--- src/design/scaw_pkg.sv ---
`timescale 1ns / 1ps

package scaw_pkg;

	localparam int DEPTH_W  = 24;
	localparam int FRAC_W   = 16;
	localparam int ADJ_W    = 17;
	localparam int SUM_W    = 40;
	localparam int PROD_A_W = FRAC_W + ADJ_W;
	localparam int PROD_W   = PROD_A_W + DEPTH_W;
	localparam int TERM_W   = PROD_W - 32 + 2;
	localparam int STEP_W   = 3;

	localparam logic signed [SUM_W:0] SUM_POS_LIM = 41'sd549755813887;
	localparam logic signed [SUM_W:0] SUM_NEG_LIM = -41'sd549755813887;
	localparam logic signed [SUM_W-1:0] AW_MAX_S  = 40'sd16777215;
	localparam logic [DEPTH_W-1:0] AW_MAX         = 24'hFFFFFF;

	typedef enum logic [STEP_W-1:0] {
		ST_WAIT,
		ST_LAYER,
		ST_LAYER_MUL,
		ST_LAYER_ACC,
		ST_DEEP,
		ST_DEEP_MUL,
		ST_DEEP_ACC,
		ST_EMIT
	} step_t;

	typedef enum logic [1:0] {
		JMP_NONE,
		JMP_ALWAYS,
		JMP_NOT_LAST
	} jmp_t;

	typedef struct packed {
		logic  wait_in;
		logic  do_layer;
		logic  do_deep;
		logic  do_mul1;
		logic  do_mul2;
		logic  do_acc;
		logic  do_emit;
		jmp_t  jmp;
		step_t target;
	} ctl_t;

	typedef struct packed {
		logic in_fire;
		logic last;
		logic out_busy;
	} scaw_stat_t;

	// microcode rom: one control word per step
	function automatic ctl_t ucode(step_t s);
		ctl_t w;
		w = '0;
		w.jmp = JMP_NONE;
		w.target = ST_WAIT;
		case (s)
			ST_WAIT: begin
				w.wait_in = 1'b1;
			end
			ST_LAYER: begin
				w.do_layer = 1'b1;
				w.do_mul1 = 1'b1;
			end
			ST_LAYER_MUL: begin
				w.do_mul2 = 1'b1;
			end
			ST_LAYER_ACC: begin
				w.do_acc = 1'b1;
				w.jmp = JMP_NOT_LAST;
				w.target = ST_WAIT;
			end
			ST_DEEP: begin
				w.do_deep = 1'b1;
				w.do_mul1 = 1'b1;
			end
			ST_DEEP_MUL: begin
				w.do_mul2 = 1'b1;
			end
			ST_DEEP_ACC: begin
				w.do_acc = 1'b1;
			end
			ST_EMIT: begin
				w.do_emit = 1'b1;
				w.jmp = JMP_ALWAYS;
				w.target = ST_WAIT;
			end
			default: begin
				w.wait_in = 1'b1;
			end
		endcase
		return w;
	endfunction

endpackage

--- src/design/scaw_seq.sv ---
`timescale 1ns / 1ps

module scaw_seq import scaw_pkg::*; (
	input  logic       clk,
	input  logic       arst_n,
	input  scaw_stat_t stat,
	output ctl_t       ctl
);

	step_t step_q;
	step_t step_d;
	logic  hold;
	logic  taken;

	always_comb begin
		ctl = ucode(step_q);
	end

	always_comb begin
		hold = (ctl.wait_in && !stat.in_fire) || (ctl.do_emit && stat.out_busy);
		case (ctl.jmp)
			JMP_ALWAYS:   taken = 1'b1;
			JMP_NOT_LAST: taken = !stat.last;
			default:      taken = 1'b0;
		endcase
		if (hold) begin
			step_d = step_q;
		end else if (taken) begin
			step_d = ctl.target;
		end else begin
			step_d = step_t'(STEP_W'(step_q) + STEP_W'(1));
		end
	end

	always_ff @(posedge clk or negedge arst_n) begin
		if (!arst_n) begin
			step_q <= ST_WAIT;
		end else begin
			step_q <= step_d;
		end
	end

endmodule

--- src/design/soil_column_available_water_top.sv ---
`timescale 1ns / 1ps
// a layer transaction is taken only in the wait step; the layer, multiply and accumulate
// steps follow, and a last layer then runs the deep steps and registers the result in emit
// the two multiply steps set the pace: two products per water term,
// one term per layer and a second term for the deep layer on the last one
// reset clears the step counter, column state, latched depths and output valid
module soil_column_available_water_top import scaw_pkg::*; (
	input  logic                 clk,
	input  logic                 arst_n,
	input  logic                 in_valid,
	output logic                 in_stall,
	input  logic                 first_layer,
	input  logic                 last_layer,
	input  logic [DEPTH_W-1:0]   total_depth,
	input  logic [DEPTH_W-1:0]   table_depth,
	input  logic [DEPTH_W-1:0]   layer_thickness,
	input  logic [FRAC_W-1:0]    porosity,
	input  logic [FRAC_W-1:0]    field_capacity,
	input  logic [ADJ_W-1:0]     storage_adjust,
	input  logic [ADJ_W-1:0]     deep_adjust,
	output logic                 out_valid,
	input  logic                 out_stall,
	output logic [DEPTH_W-1:0]   available_water,
	output logic                 was_negative,
	output logic                 saturated
);

	ctl_t       ctl;
	scaw_stat_t stat;
	logic       in_fire;
	logic       emit_en;

	// column state
	logic [DEPTH_W-1:0]      depth_q;
	logic signed [SUM_W-1:0] sum_q;
	logic                    full_q;
	logic [DEPTH_W-1:0]      total_q;
	logic [DEPTH_W-1:0]      table_q;

	// captured transaction
	logic               last_q;
	logic [DEPTH_W-1:0] thick_q;
	logic [FRAC_W-1:0]  frac_mag_q;
	logic               frac_neg_q;
	logic [ADJ_W-1:0]   adj_q;
	logic [ADJ_W-1:0]   dadj_q;

	// term datapath
	logic [DEPTH_W-1:0]  sat_mag_q;
	logic                sat_neg_q;
	logic                term_en_q;
	logic [PROD_A_W-1:0] prod_a_q;
	logic [PROD_W-1:0]   prod_q;

	// output register
	logic               out_valid_q;
	logic [DEPTH_W-1:0] aw_q;
	logic               neg_q;
	logic               satf_q;

	logic [FRAC_W:0]    frac_diff;
	logic               frac_neg;
	logic [FRAC_W-1:0]  frac_mag;

	logic               full_now;
	logic [DEPTH_W-1:0] rem;
	logic [DEPTH_W-1:0] new_depth;
	logic [DEPTH_W-1:0] ldiff;
	logic [DEPTH_W-1:0] lsat;
	logic               l_term_en;

	logic [DEPTH_W:0]   diff_tt;
	logic [DEPTH_W-1:0] deep;
	logic [DEPTH_W-1:0] dsat_mag;
	logic               dsat_neg;
	logic               d_term_en;

	logic [ADJ_W-1:0]          adj_sel;
	logic [PROD_W:0]           rnd;
	logic [TERM_W-2:0]         mag;
	logic signed [TERM_W-1:0]  term;
	logic signed [SUM_W:0]     sum_next;
	logic signed [SUM_W-1:0]   sum_clamped;

	logic [DEPTH_W-1:0] aw_d;
	logic               neg_d;
	logic               satf_d;

	assign in_stall = !ctl.wait_in;
	assign in_fire  = in_valid && !in_stall;
	assign emit_en  = ctl.do_emit && !(out_valid_q && out_stall);

	always_comb begin
		stat.in_fire  = in_fire;
		stat.last     = last_q;
		stat.out_busy = out_valid_q && out_stall;
	end

	scaw_seq u_seq (
		.clk    (clk),
		.arst_n (arst_n),
		.stat   (stat),
		.ctl    (ctl)
	);

	always_comb begin
		frac_diff = {1'b0, porosity} - {1'b0, field_capacity};
		frac_neg  = frac_diff[FRAC_W];
		frac_mag  = frac_neg ? FRAC_W'((FRAC_W+1)'(0) - frac_diff) : frac_diff[FRAC_W-1:0];
	end

	// root layer: depth advance, clamp at total, saturated part
	always_comb begin
		full_now  = full_q || (depth_q >= total_q);
		rem       = total_q - depth_q;
		new_depth = (thick_q < rem) ? depth_q + thick_q : total_q;
		ldiff     = new_depth - table_q;
		lsat      = (ldiff > thick_q) ? thick_q : ldiff;
		l_term_en = !full_now && (new_depth > table_q);
	end

	// deep layer: may go negative when the table is below the total depth
	always_comb begin
		diff_tt   = {1'b0, total_q} - {1'b0, table_q};
		deep      = total_q - depth_q;
		dsat_neg  = diff_tt[DEPTH_W];
		if (dsat_neg) begin
			dsat_mag = DEPTH_W'((DEPTH_W+1)'(0) - diff_tt);
		end else begin
			dsat_mag = (diff_tt[DEPTH_W-1:0] > deep) ? deep : diff_tt[DEPTH_W-1:0];
		end
		d_term_en = depth_q < total_q;
	end

	// round magnitude half away from zero, then accumulate with saturation
	always_comb begin
		adj_sel  = ctl.do_deep ? dadj_q : adj_q;
		rnd      = {1'b0, prod_q} + ((PROD_W+1)'(1) << 31);
		mag      = rnd[PROD_W:32];
		term     = (frac_neg_q ^ sat_neg_q) ? TERM_W'(0) - $signed({1'b0, mag})
			: $signed({1'b0, mag});
		sum_next = (SUM_W+1)'(sum_q) + (SUM_W+1)'(term);
		if (sum_next > SUM_POS_LIM) begin
			sum_clamped = SUM_POS_LIM[SUM_W-1:0];
		end else if (sum_next < SUM_NEG_LIM) begin
			sum_clamped = SUM_NEG_LIM[SUM_W-1:0];
		end else begin
			sum_clamped = sum_next[SUM_W-1:0];
		end
	end

	always_comb begin
		aw_d   = sum_q[DEPTH_W-1:0];
		neg_d  = 1'b0;
		satf_d = 1'b0;
		if (sum_q < 0) begin
			aw_d  = '0;
			neg_d = 1'b1;
		end else if (sum_q > AW_MAX_S) begin
			aw_d   = AW_MAX;
			satf_d = 1'b1;
		end
	end

	always_ff @(posedge clk or negedge arst_n) begin
		if (!arst_n) begin
			depth_q <= '0;
			sum_q   <= '0;
			full_q  <= 1'b0;
			total_q <= '0;
			table_q <= '0;
			last_q  <= 1'b0;
		end else begin
			if (in_fire) begin
				last_q <= last_layer;
				if (first_layer) begin
					total_q <= total_depth;
					table_q <= table_depth;
					depth_q <= '0;
					sum_q   <= '0;
					full_q  <= 1'b0;
				end
			end
			if (ctl.do_layer) begin
				full_q <= full_now || (new_depth >= total_q);
				if (!full_now) begin
					depth_q <= new_depth;
				end
			end
			if (ctl.do_deep && d_term_en) begin
				depth_q <= total_q;
			end
			if (ctl.do_acc && term_en_q) begin
				sum_q <= sum_clamped;
			end
			if (emit_en) begin
				depth_q <= '0;
				sum_q   <= '0;
				full_q  <= 1'b0;
			end
		end
	end

	always_ff @(posedge clk) begin
		if (in_fire) begin
			thick_q    <= layer_thickness;
			frac_mag_q <= frac_mag;
			frac_neg_q <= frac_neg;
			adj_q      <= storage_adjust;
			dadj_q     <= deep_adjust;
		end
		if (ctl.do_layer) begin
			sat_mag_q <= lsat;
			sat_neg_q <= 1'b0;
			term_en_q <= l_term_en;
		end
		if (ctl.do_deep) begin
			sat_mag_q <= dsat_mag;
			sat_neg_q <= dsat_neg;
			term_en_q <= d_term_en;
		end
		if (ctl.do_mul1) begin
			prod_a_q <= PROD_A_W'(frac_mag_q) * PROD_A_W'(adj_sel);
		end
		if (ctl.do_mul2) begin
			prod_q <= PROD_W'(prod_a_q) * PROD_W'(sat_mag_q);
		end
		if (emit_en) begin
			aw_q   <= aw_d;
			neg_q  <= neg_d;
			satf_q <= satf_d;
		end
	end

	always_ff @(posedge clk or negedge arst_n) begin
		if (!arst_n) begin
			out_valid_q <= 1'b0;
		end else if (emit_en) begin
			out_valid_q <= 1'b1;
		end else if (out_valid_q && !out_stall) begin
			out_valid_q <= 1'b0;
		end
	end

	assign out_valid       = out_valid_q;
	assign available_water = aw_q;
	assign was_negative    = neg_q;
	assign saturated       = satf_q;

endmodule

--- config.mk ---
export PLATFORM = sky130hd
export DESIGN_NAME = soil_column_available_water_top
export DESIGN_NICKNAME = d
export VERILOG_FILES = /design/src/design/scaw_pkg.sv /design/src/design/scaw_seq.sv /design/src/design/soil_column_available_water_top.sv
export SDC_FILE = /design/constraint.sdc
export NUM_CORES = 2
export LEC_CHECK = 0
export BUFFER_PORTS_ARGS = -buffer_cell sky130_fd_sc_hd__buf_2
export CAP_MARGIN = 10
export CORE_MARGIN = 1.5
export CORE_UTILIZATION = 23
export CTS_CLUSTER_DIAMETER = 80
export DETAILED_ROUTE_END_ITERATION = 8
export GPL_ROUTABILITY_DRIVEN = 0
export HOLD_SLACK_MARGIN = 0.1
export PLACE_DENSITY = 0.45
export SLEW_MARGIN = 20
export SYNTH_ARGS = -nofsm -noshare
export SYNTH_HDL_FRONTEND = slang
export SYNTH_SLANG_ARGS = --single-unit
--- constraint.sdc ---
create_clock -name clk -period 13.64 [get_ports clk]
set_input_delay 3.41 -clock clk [delete_from_list [all_inputs] [get_ports clk]]
set_output_delay 3.41 -clock clk [all_outputs]
set_load 0.1 [all_outputs]
==> flow_summary_export.csv <==
group,metric,value,unit
finish,nets,7889,
critical_path,slowest_delay,0.84,ns
cts,cts.sinks,304,
global_route,grtUsageTotal,14.5,%
yosys,syn_area,0.0563,mm2
routing,first_iter_violations,2722,
critical_path,cp-startpoint,"total_q[0]",
global_route,grt_max_degree,81,
cts,cts_root_buf,"clkbuf_16",
global_route,grt_pass1_vias,46732,
min_path,hp-class,"flop to flop",
cts,tritoncts,"yes",
critical_path,start_kind,"flop",
floorplan,core-area,0.243,mm2
critical_path,cp.required,13.95,ns
yosys,synth_seq_cells,304,
cts,hold_buffers,0,
floorplan,initial_core_util,23.2,%
yosys,yosys_warnings,0,
floorplan,dieHeight,498,um
yosys,async_flop_share,38.8,%
critical_path,cp-end-kind,"flop",
sta,worst_slack,2.45,ns
critical_path,reg2reg_slack,2.45,ns
cts,htreeDepth,2,
sta,finalCriticalPeriod,11.19,ns
sta,rsz0062_at_grt,"false",
critical_path,crit_fanout,26,
yosys,ys.flop_type,"edfxtp_1",
yosys,synth-seq-area-share,15.2,%
sta,relSlewSlack,30.7,%
yosys,syn_avg_cell_area,8.99,um2
critical_path,reg2reg_from,"total_q[0]",
finish,area_growth,11.1,%
sta,hold_violations,0,
routing,avgViaCountPerCell,4.63,
yosys,synth_cell_types,104,
sta,setup_tns,0,ns
place,pre_cts_ws,2.61,ns
finish,drive_gt1_share,6.96,%
routing,route.detailed.drc,0,
critical_path,worstSetupEndpoint,"sat_mag_q[17]",
routing,routedWlPerCell,18.9,um
floorplan,die-area,0.248,mm2
global_route,overflow,0,
routing,routed_wirelength,181,mm
yosys,netlist_instances,6267,
yosys,syn-num-nets,7840,
run_status,status,"completed",
routing,dr.pass1.iters,7,
cts,post_cts.repair.setup_buffers,0,
cts,clk_pin_slew,0.06,ns
sta,finClkSkew,0.0943,ns
critical_path,rr_worst_depth,44,
place,port_buffers,171,
yosys,synth-edff-count,186,
global_route,antenna_found_initial,6,
sta,setup_viol,0,
critical_path,rr_endpoint,"sat_mag_q[17]",
sta,max_freq,0.0894,GHz
critical_path,slowest_stage,"a31oi_4",
sta,finalCritPeriodShare,82.0,%
cts,cts.path.max_buffers,3,
global_route,grt_pass1_wl,280,mm
flow_run,maxCapViolations,0,
sta,slew_viol_final,0,
critical_path,path_common_cell,"a21oi_1",
cts,clk_latency,0.68,ns
cts,tritoncts.num_buffers,46,
cts,cts_resized,0,
routing,postRouteAntennaNets,0,
finish,final_common_cell,"inv_1",
floorplan,ios,172,
sta,worstMarginPinSlew,1.04,ns
routing,dr_total_vias,44243,
floorplan,core.rowCount,181,
critical_path,crit_arrival,11.50,ns
finish,layout_common_cells,"inv_1, nand2_1, fa_1",
critical_path,worstSetupPathType,"flop to flop",
place,dp_hpwl,136,mm
floorplan,die_x,498,um
==> registers in the layout, indices dropped and copies added, names as in the netlist, 3 cells and up <==
register / cells
adj_q: 17
available_water: 24
dadj_q: 17
depth_q: 24
frac_mag_q: 16
prod_a_q: 33
prod_q: 26
sat_mag_q: 24
sum_q: 40
table_q: 24
thick_q: 24
total_q: 24
u_seq.step_q: 3
==> worst min-delay path by stage <==
stage          slack [ns]  cells after the start           end      start
2_1_floorplan        0.45                      0  was_negative  sum_q[39]
3_3_place_gp         0.52                      1     sum_q[28]  sum_q[28]
3_5_place_dp         0.52                      1     sum_q[28]  sum_q[28]
4_1_cts              0.54                      1     sum_q[28]  sum_q[28]
5_1_grt              0.55                      1        last_q     last_q
6_report             0.53                      1     sum_q[28]  sum_q[28]
==> worst max-delay path: cells and delay by family (launching register included) <==
family / cells / cell delay [ns]
buf+inv: 4 / 0.60
compound gates: 22 / 5.16
simple gates: 7 / 1.03
mux: 2 / 0.76
fa+ha+maj: 7 / 2.29
xor+xnor: 2 / 0.52
flops: 1 / 0.40
==> cell usage after synthesis (41+ instances only) <==
| cell type | instances | area share (%) |
|---|---|---|
| a21o_1 | 100 | 1.3 |
| nand4_1 | 51 | 0.57 |
| edfxtp_1 | 186 | 9.9 |
| nand2b_1 | 41 | 0.46 |
| ha_1 | 536 | 12 |
| fa_1 | 893 | 32 |
| nor2b_1 | 47 | 0.52 |
| nor3_1 | 65 | 0.58 |
| nand2_1 | 1010 | 6.7 |
| clkbuf_1 | 232 | 1.5 |
| xnor2_1 | 159 | 2.5 |
| dfrtp_1 | 118 | 5.2 |
| o21ai_0 | 175 | 1.6 |
| inv_1 | 1062 | 7.1 |
| a21oi_1 | 240 | 2.1 |
| nand3_1 | 59 | 0.52 |
| and2_1 | 348 | 3.9 |
| nor2_1 | 233 | 1.6 |
| xor2_1 | 85 | 1.3 |
| o21a_1 | 41 | 0.55 |
==> through the flow <==
step           util [%]  cell area, um2  cells  hold slack, ns
3_5_place_dp       25.0           60900   9470           0.519
3_3_place_gp       25.0           60900   9470           0.520
4_1_cts            25.7           62500   9556           0.538
6_report           25.7           62600   9561           0.528
2_1_floorplan         -           56300   6267           0.451
5_1_grt            25.7           62600   9557           0.554
==> layout make-up <==
cell class,instances,area [um2]
multi-input combinational,4642,42900
antenna,5,12.5
tap,3202,4010
clock buffer,54,1220
sequential,304,8540
inverter,1064,3990
timing repair buffer,258,1520
clock inverter,32,412
fill,26367,181000
==> routing by layer <==
metal / part of all wire (%) / vias up / wire, um / track usage (%)
li1: - / 20234 / - / -
met5: 0 / - / 0 / 0
met4: 2.2 / 0 / 4000 / 3.38
met1: 47 / 22563 / 85600 / 20.5
met3: 5.4 / 219 / 9780 / 1.73
met2: 45 / 1227 / 81200 / 23.3
==> kinds of logic (layout without fill, tap and decap cells) <==
| kind of cell | after synthesis | in the layout | share of synthesized area, % |
|---|---|---|---|
| compound gates | 931 | 931 | 11.0 |
| flops | 304 | 304 | 15.2 |
| buf+inv | 1321 | 1408 | 8.86 |
| other cells | 0 | 5 | 0 |
| simple gates | 1983 | 1983 | 16.5 |
| mux | 51 | 51 | 0.940 |
| xor+xnor | 247 | 247 | 3.90 |
| fa+ha+maj | 1430 | 1430 | 43.7 |
Power is not shown: default switching activity piles up to over one toggle a cycle in this logic, so the estimate is an artifact.
